==> config.mk <==
export PLATFORM = sky130hd
export DESIGN_NAME = rational_arithmetic_unit
export DESIGN_NICKNAME = d
export VERILOG_FILES = /design/src/hw/rtl/rau_pkg.sv /design/src/hw/rtl/rau_dp.sv /design/src/hw/rtl/rau_ctrl.sv /design/src/hw/rtl/rational_arithmetic_unit.sv
export VERILOG_INCLUDE_DIRS = /design/src /design/src/hw/rtl
export SDC_FILE = /design/constraint.sdc
export NUM_CORES = 2
export LEC_CHECK = 0
export ABC_AREA = 0
export ABC_CLOCK_PERIOD_IN_PS = 17200
export BUFFER_PORTS_ARGS = -buffer_cell sky130_fd_sc_hd__buf_2
export CELL_PAD_IN_SITES_DETAIL_PLACEMENT = 1
export CELL_PAD_IN_SITES_GLOBAL_PLACEMENT = 1
export CORE_MARGIN = 3
export CORE_UTILIZATION = 45
export DETAILED_ROUTE_END_ITERATION = 10
export PLACE_DENSITY_LB_ADDON = 0.2
export SLEW_MARGIN = 20
export SYNTH_ARGS = -nofsm -noshare
export SYNTH_HDL_FRONTEND = slang
export SYNTH_SLANG_ARGS = --single-unit
==> constraint.sdc <==
create_clock -name clk -period 17.2 [get_ports clk]
set_input_delay 0.86 -clock clk [delete_from_list [all_inputs] [get_ports clk]]
set_output_delay 0.86 -clock clk [all_outputs]
set_load 0.03 [all_outputs]
==> src/hw/rtl/rational_arithmetic_unit_macros.svh <==
// assertion macros shared by the rational arithmetic unit modules
// expects clk and arst_n in the scope of the module that uses them
`ifndef RATIONAL_ARITHMETIC_UNIT_MACROS_SVH
`define RATIONAL_ARITHMETIC_UNIT_MACROS_SVH

// consequent must hold in the same cycle as the antecedent
`define RAU_ASSERT_SAME(label, ante, cons, msg) \
	label: assert property (@(posedge clk) disable iff (!arst_n) (ante) |-> (cons)) \
		else $error(msg);

// consequent must hold in the cycle after the antecedent
`define RAU_ASSERT_NEXT(label, ante, cons, msg) \
	label: assert property (@(posedge clk) disable iff (!arst_n) (ante) |=> (cons)) \
		else $error(msg);

`endif

==> src/hw/rtl/rau_pkg.sv <==
// shared types and constants of the rational arithmetic unit
// used by rau_ctrl, rau_dp and rational_arithmetic_unit; no dependencies
package rau_pkg;

	// operand and internal widths
	localparam int IN_WIDTH  = 16;
	localparam int DEN_W     = IN_WIDTH - 1;
	localparam int OP_W      = IN_WIDTH + 1;
	localparam int PROD_W    = 2 * OP_W;
	localparam int ACC_W     = 2 * IN_WIDTH + 1;
	localparam int MAG_W     = ACC_W;
	localparam int SHIFT_W   = $clog2(MAG_W);
	localparam int CNT_W     = $clog2(MAG_W);
	localparam int RES_NUM_W = 32;
	localparam int RES_DEN_W = 31;

	// result of a divide by a zero fraction: -1 over 1
	localparam logic [RES_NUM_W-1:0] ERR_NUM = {RES_NUM_W{1'b1}};
	localparam logic [RES_DEN_W-1:0] ERR_DEN = RES_DEN_W'(1);

	typedef enum logic [1:0] {
		MODE_ADD = 2'd0,
		MODE_SUB = 2'd1,
		MODE_MUL = 2'd2,
		MODE_DIV = 2'd3
	} mode_t;

	typedef struct packed {
		mode_t                      mode;
		logic signed [IN_WIDTH-1:0] a_num;
		logic        [DEN_W-1:0]    a_den;
		logic signed [IN_WIDTH-1:0] b_num;
		logic        [DEN_W-1:0]    b_den;
	} rau_in_t;

	typedef struct packed {
		logic signed [RES_NUM_W-1:0] res_num;
		logic        [RES_DEN_W-1:0] res_den;
		logic                        div_zero;
	} rau_out_t;

	// which product the shared multiplier forms
	typedef enum logic [1:0] {
		MSEL_T1,
		MSEL_T2,
		MSEL_DEN
	} mul_sel_t;

	typedef enum logic [3:0] {
		ST_IDLE,
		ST_MUL_T1,
		ST_MUL_T2,
		ST_MUL_DEN,
		ST_ABS,
		ST_GCD,
		ST_GSET,
		ST_DIVN_LD,
		ST_DIVN,
		ST_DIVD_LD,
		ST_DIVD,
		ST_STORE,
		ST_FINISH
	} state_t;

	// controller to datapath
	typedef struct packed {
		logic     load_in;
		logic     mul_en;
		mul_sel_t mul_sel;
		logic     abs_ld;
		logic     gcd_step;
		logic     g_ld;
		logic     div_ld_num;
		logic     div_ld_den;
		logic     div_step;
		logic     num_ld;
		logic     den_ld;
		logic     err_ld;
	} rau_cmd_t;

	// datapath to controller
	typedef struct packed {
		logic div_zero;
		logic two_terms;
		logic gcd_done;
		logic div_last;
	} rau_sts_t;

endpackage

==> src/hw/rtl/rau_dp.sv <==
// datapath: operand register, shared multiplier, binary gcd, restoring divider
// depends on rau_pkg and rational_arithmetic_unit_macros.svh
`include "rational_arithmetic_unit_macros.svh"

module rau_dp
	import rau_pkg::*;
(
	input  logic     clk,
	input  logic     arst_n,
	input  rau_in_t  operand,
	input  rau_cmd_t cmd,
	output rau_sts_t sts,
	output rau_out_t result
);

	rau_in_t                   in_q;
	logic signed [ACC_W-1:0]   num_q;
	logic signed [ACC_W-1:0]   den_q;
	logic                      neg_q;
	logic        [MAG_W-1:0]   x_q;
	logic        [MAG_W-1:0]   y_q;
	logic        [MAG_W-1:0]   un_q;
	logic        [MAG_W-1:0]   ud_q;
	logic        [SHIFT_W-1:0] k_q;
	logic        [MAG_W-1:0]   g_q;
	logic        [MAG_W-1:0]   quo_q;
	logic        [MAG_W-1:0]   rem_q;
	logic        [CNT_W-1:0]   cnt_q;
	rau_out_t                  res_q;

	logic signed [OP_W-1:0]    op_a;
	logic signed [OP_W-1:0]    op_b;
	logic signed [PROD_W-1:0]  prod;
	logic signed [ACC_W-1:0]   prod_t;
	logic        [MAG_W-1:0]   x_or_y;
	logic        [MAG_W:0]     rem_sh;
	logic                      rem_ge;
	logic        [MAG_W:0]     rem_diff;
	logic signed [MAG_W:0]     quo_s;
	logic signed [MAG_W:0]     num_s;

	// multiplier operand selection by product and operation
	always_comb begin
		op_a = OP_W'(in_q.a_num);
		op_b = $signed(OP_W'(in_q.b_den));
		case (cmd.mul_sel)
			MSEL_T1: begin
				op_a = OP_W'(in_q.a_num);
				op_b = (in_q.mode == MODE_MUL) ? OP_W'(in_q.b_num)
				                               : $signed(OP_W'(in_q.b_den));
			end
			MSEL_T2: begin
				op_a = $signed(OP_W'(in_q.a_den));
				op_b = OP_W'(in_q.b_num);
			end
			MSEL_DEN: begin
				op_a = $signed(OP_W'(in_q.a_den));
				op_b = (in_q.mode == MODE_DIV) ? OP_W'(in_q.b_num)
				                               : $signed(OP_W'(in_q.b_den));
			end
			default: begin
				op_a = OP_W'(in_q.a_num);
				op_b = $signed(OP_W'(in_q.b_den));
			end
		endcase
	end

	assign prod   = op_a * op_b;
	assign prod_t = ACC_W'(prod);

	// gcd and divider helpers
	assign x_or_y   = x_q | y_q;
	assign rem_sh   = {rem_q, quo_q[MAG_W-1]};
	assign rem_ge   = rem_sh >= {1'b0, g_q};
	assign rem_diff = rem_sh - {1'b0, g_q};
	assign quo_s    = $signed({1'b0, quo_q});
	assign num_s    = neg_q ? -quo_s : quo_s;

	// status toward the controller
	assign sts.div_zero  = (in_q.mode == MODE_DIV) && (in_q.b_num == '0);
	assign sts.two_terms = (in_q.mode == MODE_ADD) || (in_q.mode == MODE_SUB);
	assign sts.gcd_done  = (x_q == '0) || (y_q == '0);
	assign sts.div_last  = cnt_q == CNT_W'(MAG_W - 1);

	// operand capture and cross products
	always_ff @(posedge clk) begin
		if (cmd.load_in) begin
			in_q <= operand;
		end
		if (cmd.mul_en) begin
			case (cmd.mul_sel)
				MSEL_T1:  num_q <= prod_t;
				MSEL_T2:  num_q <= (in_q.mode == MODE_SUB) ? num_q - prod_t : num_q + prod_t;
				MSEL_DEN: den_q <= prod_t;
				default:  den_q <= prod_t;
			endcase
		end
	end

	// sign split and binary gcd on magnitudes
	always_ff @(posedge clk) begin
		if (cmd.abs_ld) begin
			neg_q <= num_q[ACC_W-1] ^ den_q[ACC_W-1];
			x_q   <= num_q[ACC_W-1] ? MAG_W'(-num_q) : MAG_W'(num_q);
			un_q  <= num_q[ACC_W-1] ? MAG_W'(-num_q) : MAG_W'(num_q);
			y_q   <= den_q[ACC_W-1] ? MAG_W'(-den_q) : MAG_W'(den_q);
			ud_q  <= den_q[ACC_W-1] ? MAG_W'(-den_q) : MAG_W'(den_q);
			k_q   <= '0;
		end else if (cmd.gcd_step) begin
			if (!x_q[0] && !y_q[0]) begin
				x_q <= x_q >> 1;
				y_q <= y_q >> 1;
				k_q <= k_q + 1'b1;
			end else if (!x_q[0]) begin
				x_q <= x_q >> 1;
			end else if (!y_q[0]) begin
				y_q <= y_q >> 1;
			end else if (x_q >= y_q) begin
				x_q <= x_q - y_q;
			end else begin
				y_q <= y_q - x_q;
			end
		end
		// gcd of zero and zero is taken as one
		if (cmd.g_ld) begin
			g_q <= (x_or_y == '0) ? MAG_W'(1) : (x_or_y << k_q);
		end
	end

	// restoring divider, one quotient bit per cycle while div_step is set
	always_ff @(posedge clk or negedge arst_n) begin
		if (!arst_n) begin
			cnt_q <= '0;
		end else if (cmd.div_ld_num || cmd.div_ld_den) begin
			cnt_q <= '0;
		end else if (cmd.div_step) begin
			cnt_q <= cnt_q + 1'b1;
		end
	end

	always_ff @(posedge clk) begin
		if (cmd.div_ld_num) begin
			quo_q <= un_q;
			rem_q <= '0;
		end else if (cmd.div_ld_den) begin
			quo_q <= ud_q;
			rem_q <= '0;
		end else if (cmd.div_step) begin
			quo_q <= {quo_q[MAG_W-2:0], rem_ge};
			rem_q <= rem_ge ? MAG_W'(rem_diff) : MAG_W'(rem_sh);
		end
	end

	// result register
	always_ff @(posedge clk) begin
		if (cmd.err_ld) begin
			res_q.res_num  <= ERR_NUM;
			res_q.res_den  <= ERR_DEN;
			res_q.div_zero <= 1'b1;
		end else begin
			if (cmd.num_ld) begin
				res_q.res_num  <= RES_NUM_W'(num_s);
				res_q.div_zero <= 1'b0;
			end
			if (cmd.den_ld) begin
				res_q.res_den <= RES_DEN_W'(quo_q);
			end
		end
	end

	assign result = res_q;

	// checks
	`RAU_ASSERT_SAME(a_gcd_live, cmd.gcd_step, !sts.gcd_done, "gcd step after termination")
	`RAU_ASSERT_NEXT(a_g_nonzero, cmd.g_ld, g_q != '0, "zero divisor loaded")
	`RAU_ASSERT_NEXT(a_exact_quo, cmd.div_step && sts.div_last, rem_q == '0,
		"division by gcd left a remainder")

endmodule

==> src/hw/rtl/rau_ctrl.sv <==
// controller state machine: sequences products, gcd and the two divisions
// depends on rau_pkg and rational_arithmetic_unit_macros.svh
`include "rational_arithmetic_unit_macros.svh"

module rau_ctrl
	import rau_pkg::*;
(
	input  logic     clk,
	input  logic     arst_n,
	input  logic     start,
	input  rau_sts_t sts,
	output rau_cmd_t cmd,
	output logic     busy,
	output logic     done
);

	state_t state_q;
	state_t state_nxt;

	// state register
	always_ff @(posedge clk or negedge arst_n) begin
		if (!arst_n) begin
			state_q <= ST_IDLE;
		end else begin
			state_q <= state_nxt;
		end
	end

	// next state
	always_comb begin
		state_nxt = state_q;
		unique case (state_q)
			ST_IDLE:    if (start) state_nxt = ST_MUL_T1;
			ST_MUL_T1: begin
				if (sts.div_zero)       state_nxt = ST_FINISH;
				else if (sts.two_terms) state_nxt = ST_MUL_T2;
				else                    state_nxt = ST_MUL_DEN;
			end
			ST_MUL_T2:  state_nxt = ST_MUL_DEN;
			ST_MUL_DEN: state_nxt = ST_ABS;
			ST_ABS:     state_nxt = ST_GCD;
			ST_GCD:     if (sts.gcd_done) state_nxt = ST_GSET;
			ST_GSET:    state_nxt = ST_DIVN_LD;
			ST_DIVN_LD: state_nxt = ST_DIVN;
			ST_DIVN:    if (sts.div_last) state_nxt = ST_DIVD_LD;
			ST_DIVD_LD: state_nxt = ST_DIVD;
			ST_DIVD:    if (sts.div_last) state_nxt = ST_STORE;
			ST_STORE:   state_nxt = ST_FINISH;
			ST_FINISH:  state_nxt = ST_IDLE;
			default:    state_nxt = ST_IDLE;
		endcase
	end

	// datapath commands
	always_comb begin
		cmd = '0;
		cmd.mul_sel = MSEL_T1;
		unique case (state_q)
			ST_IDLE:    cmd.load_in = start;
			ST_MUL_T1: begin
				cmd.err_ld  = sts.div_zero;
				cmd.mul_en  = !sts.div_zero;
				cmd.mul_sel = MSEL_T1;
			end
			ST_MUL_T2: begin
				cmd.mul_en  = 1'b1;
				cmd.mul_sel = MSEL_T2;
			end
			ST_MUL_DEN: begin
				cmd.mul_en  = 1'b1;
				cmd.mul_sel = MSEL_DEN;
			end
			ST_ABS:     cmd.abs_ld = 1'b1;
			ST_GCD:     cmd.gcd_step = !sts.gcd_done;
			ST_GSET:    cmd.g_ld = 1'b1;
			ST_DIVN_LD: cmd.div_ld_num = 1'b1;
			ST_DIVN:    cmd.div_step = 1'b1;
			ST_DIVD_LD: begin
				cmd.num_ld     = 1'b1;
				cmd.div_ld_den = 1'b1;
			end
			ST_DIVD:    cmd.div_step = 1'b1;
			ST_STORE:   cmd.den_ld = 1'b1;
			ST_FINISH:  cmd = '0;
			default:    cmd = '0;
		endcase
	end

	assign busy = state_q != ST_IDLE;
	assign done = state_q == ST_FINISH;

	// checks
	`RAU_ASSERT_NEXT(a_accept_busy, start && !busy, busy, "accepted beat did not raise busy")
	`RAU_ASSERT_NEXT(a_done_free, done, !busy && !done, "not idle after result beat")
	`RAU_ASSERT_SAME(a_fall_done, $fell(busy), $past(done), "busy dropped without a result")

endmodule

==> src/hw/rtl/rational_arithmetic_unit.sv <==
// top level of the rational arithmetic unit: controller plus datapath
// depends on rau_pkg, rau_ctrl and rau_dp
//
// channel   direction  handshake             payload
// operand   in         start & !busy         rau_in_t  (mode, a_num, a_den, b_num, b_den)
// result    out        done, one cycle wide  rau_out_t (res_num, res_den, div_zero)
//
// one item at a time; a divide by zero goes from MUL_T1 straight to FINISH for its result beat,
// otherwise MUL_T1, MUL_T2 (add and subtract only), MUL_DEN, ABS, GCD, GSET, DIVN_LD, DIVN,
// DIVD_LD, DIVD, STORE and FINISH in turn; the next beat is taken in the cycle after the result
// GCD steps until x or y is zero, and the shared restoring divider runs MAG_W steps, twice
// reset clears the state register and the divide counter; the receiver cannot stall
module rational_arithmetic_unit
	import rau_pkg::*;
(
	input  logic     clk,
	input  logic     arst_n,
	input  logic     start,
	input  rau_in_t  operand,
	output logic     busy,
	output logic     done,
	output rau_out_t result
);

	rau_cmd_t cmd;
	rau_sts_t sts;

	// sequencer
	rau_ctrl u_ctrl (
		.clk    (clk),
		.arst_n (arst_n),
		.start  (start),
		.sts    (sts),
		.cmd    (cmd),
		.busy   (busy),
		.done   (done)
	);

	// arithmetic
	rau_dp u_dp (
		.clk     (clk),
		.arst_n  (arst_n),
		.operand (operand),
		.cmd     (cmd),
		.sts     (sts),
		.result  (result)
	);

endmodule
==> impl_metrics.json <==
{
  "status": "completed",
  "synth-edff-count": 329,
  "num_rows": 107,
  "cts_tree": "done",
  "overflow": 0,
  "cts-buffers-inserted": 53,
  "syn2layout_area_growth_pct": 9.51,
  "end_kind": "flip-flop",
  "finalInstanceArea_mm2": 0.0431,
  "post_dp_cell_area_mm2": 0.0412,
  "synth_cell_types": 88,
  "crit_required_ns": 17.57,
  "synthTopCellsByArea": "edfxtp_1 25%, fa_1 15%, ha_1 8.2%",
  "wl_per_cell_um": 23.0,
  "hold_ws_ns": 0.0964,
  "grt_max_degree": 65,
  "cts_root_buffer": "clkbuf_16",
  "min_period_ns": 12.44,
  "cp_common_cell": "fa_1",
  "fmax_mhz": 80.4,
  "muxShareOfSynthArea": 0.0418,
  "synth_top_area_share": 0.251,
  "path_class": "flip-flop to flip-flop",
  "wirelength_um": 127000,
  "ys.flop_type": "edfxtp_1",
  "dieArea_mm2": 0.0910,
  "antenna_found_initial": 1,
  "fin_crit_sh": 0.723,
  "synth_compound_area_frac": 0.146,
  "synth_cells": 4292,
  "hp-class": "input port to asynchronous set/reset pin",
  "arrival_ns": 12.80,
  "yosys.area_share.simple": 0.144,
  "slew_headroom": 0.195,
  "synth_seq_cells": 442,
  "synthesis.area_mm2": 0.0394,
  "die_x_um": 302,
  "synth_top_family_by_area": "adder cells",
  "p_leak_nw": 18.4,
  "cp_max_fo": 24,
  "max_stage_delay_ns": 0.86,
  "drive_gt1_frac": 0.0867,
  "io_buffer_count": 132,
  "initial_core_util": 0.458,
  "path_buf_inv": 5,
  "drt_iter0_drc": 2944,
  "yosysTopAreaCell": "edfxtp_1",
  "num_vias": 32455,
  "clk_latency_ns": 0.64,
  "fin_setup_tns_ns": 0,
  "ant_nets": 0,
  "die_h_um": 302,
  "routed_via_density": 5.86,
  "layout.cells.most_common_list": "558 x inv_1, 427 x nand2_1, 417 x nor2_1",
  "hold_viol": 0,
  "grt_first_pass_wirelength_um": 199000,
  "synthAdderAreaFrac": 0.227,
  "synthXorXnorAreaFrac": 0.0596,
  "drc_errors": 0,
  "ir_drop_v": 0.0000702,
  "fin_worst_skew_ns": 0.0240,
  "grt_usage": 0.280,
  "yosysWarnings": 0,
  "clock_sinks": 442,
  "rsz0062_at_grt": "no",
  "ys_async_sr_fraction": 0.0226,
  "nFillCells": 9908,
  "cts_buffer_depth": 3,
  "cts_resized": 0,
  "setup_viol": 0,
  "drv_cap": 0,
  "htree_levels": 2,
  "tightest_slew_ns": 1.17,
  "io_pins": 133,
  "diodes": 0,
  "maxSlewViolCount": 0,
  "avgSynthCellArea_um2": 9.17,
  "firstDrtPassIters": 5,
  "worstSetupStartpointType": "flip-flop",
  "path_clk_slew_ns": 0.06,
  "ctsHoldBuffers": 0,
  "place_hpwl_um": 100000,
  "worst_slack_ns": 4.76,
  "dp_slack_ns": 5.07,
  "place.gp.congestion": 0.908,
  "critical_path.slowest_cell": "a22oi_1",
  "layout_commonest_cell": "inv_1",
  "grt_pass1_vias": 33607,
  "core_mm2": 0.0859,
  "p_per_area_mw_per_mm2": 54.3,
  "synth.yosys.seq_area_share": 0.310,
  "nNetsFinal": 4959,
  "cts_setup_buffers": 0,
  "synth_fp_nets": 4902,
  "cp_top_family": "adder cells"
}
==> synth_stat cells (11+ instances only) <==
cell      instances
inv_1           560
nand2_1         429
nor2_1          424
edfxtp_1        329
a21oi_1         287
fa_1            286
ha_1            257
o21ai_0         210
xnor2_1         173
clkbuf_1        161
dfxtp_1         103
xor2_1           93
mux2i_1          80
nor3_1           62
a21o_1           53
nand2b_1         50
o31ai_1          43
nand3_1          42
a221oi_1         41
or3_1            41
o211ai_1         40
nor4_1           39
nor2b_1          38
o21bai_1         35
mux2_2           34
and3_1           29
nand4_1          29
a22o_1           24
a22oi_1          22
mux4_2           18
buf_1            17
o22ai_1          16
a31oi_1          15
or4_1            15
a211oi_1         13
or2_2            13
and2_1           11
o21a_1           11
o41ai_1          11
==> final cells by class <==
class,count,area [um^2],area share
timing repair buffer,187,1100,0.0255
multi-input combinational,3101,24400,0.567
clock buffer,64,1430,0.0332
inverter,564,2120,0.0492
tap,1144,1430,0.0332
clock inverter,34,399,0.00926
sequential,442,12200,0.283
==> cell families (layout without fill, tap and decap cells) <==
kind of cell | after synthesis | count (layout)
buf+inv | 749 | 849
mux | 137 | 137
flops | 442 | 442
simple gates | 1247 | 1247
fa+ha+maj | 543 | 543
xor+xnor | 267 | 267
compound gates | 907 | 907
==> stage by stage <==
stage / total power (W) / cells / utilization
after global placement: 0.00116 / 5434 / 0.479
after floorplan: 0.00116 / 4292 / -
after CTS: 0.00236 / 5533 / 0.501
after detailed placement: 0.00116 / 5435 / 0.479
final: 0.00234 / 5536 / 0.501
after global routing: 0.00240 / 5536 / 0.501
==> final timing paths <==
kind | start | endpoint | slack [ns] | depth (start not counted)
worst max register to register | u_ctrl.state_q[2] | u_dp.num_q[32] | 4.76 | 40
max in group asynchronous | arst_n | u_ctrl.state_q[0] | 16.85 | 1
min in group clk | operand[18] | u_dp.in_q[18] | 0.39 | 1
worst min register to register | u_dp.result[0] | u_dp.result[0] | 0.45 | 2
worst max-delay path | u_ctrl.state_q[2] | u_dp.num_q[32] | 4.76 | 40
worst min-delay path | arst_n | u_dp.cnt_q[0] | 0.1 | 1
==> layer usage <==
layer | up-vias | part of all wire | wire (um) | global-route usage
met5 | - | 0 | 0 | 0
met4 | 0 | 0.020 | 2520 | 0.0555
met2 | 989 | 0.45 | 57300 | 0.447
li1 | 14772 | - | - | -
met3 | 161 | 0.073 | 9240 | 0.0462
met1 | 16533 | 0.46 | 58300 | 0.405
==> where the power goes <==
group	total [W]	internal [W]	switching (W)
logic	0.00000829	0.00000517	0.00000311
clock network	0.00120	0.000689	0.000508
registers	0.00113	0.00113	0
==> flip-flops by register name (all words and copies together) (netlist names) <==
name	count
u_ctrl.state_q	4
u_dp.cnt_q	6
u_dp.den_q	33
u_dp.g_q	33
u_dp.in_q	64
u_dp.k_q	6
u_dp.neg_q	1
u_dp.num_q	33
u_dp.quo_q	33
u_dp.rem_q	33
u_dp.result	64
u_dp.ud_q	33
u_dp.un_q	33
u_dp.x_q	33
u_dp.y_q	33
==> worst reg2reg max path: cells and delay by family, from the launching register on <==
| family | cells | cell delay [ns] |
|---|---|---|
| fa+ha+maj | 9 | 4.23 |
| simple gates | 15 | 3.55 |
| compound gates | 8 | 2.61 |
| buf+inv | 5 | 0.69 |
| flops | 1 | 0.49 |
| mux | 1 | 0.31 |
| xor+xnor | 2 | 0.31 |
(Power assumes the default switching activity.)
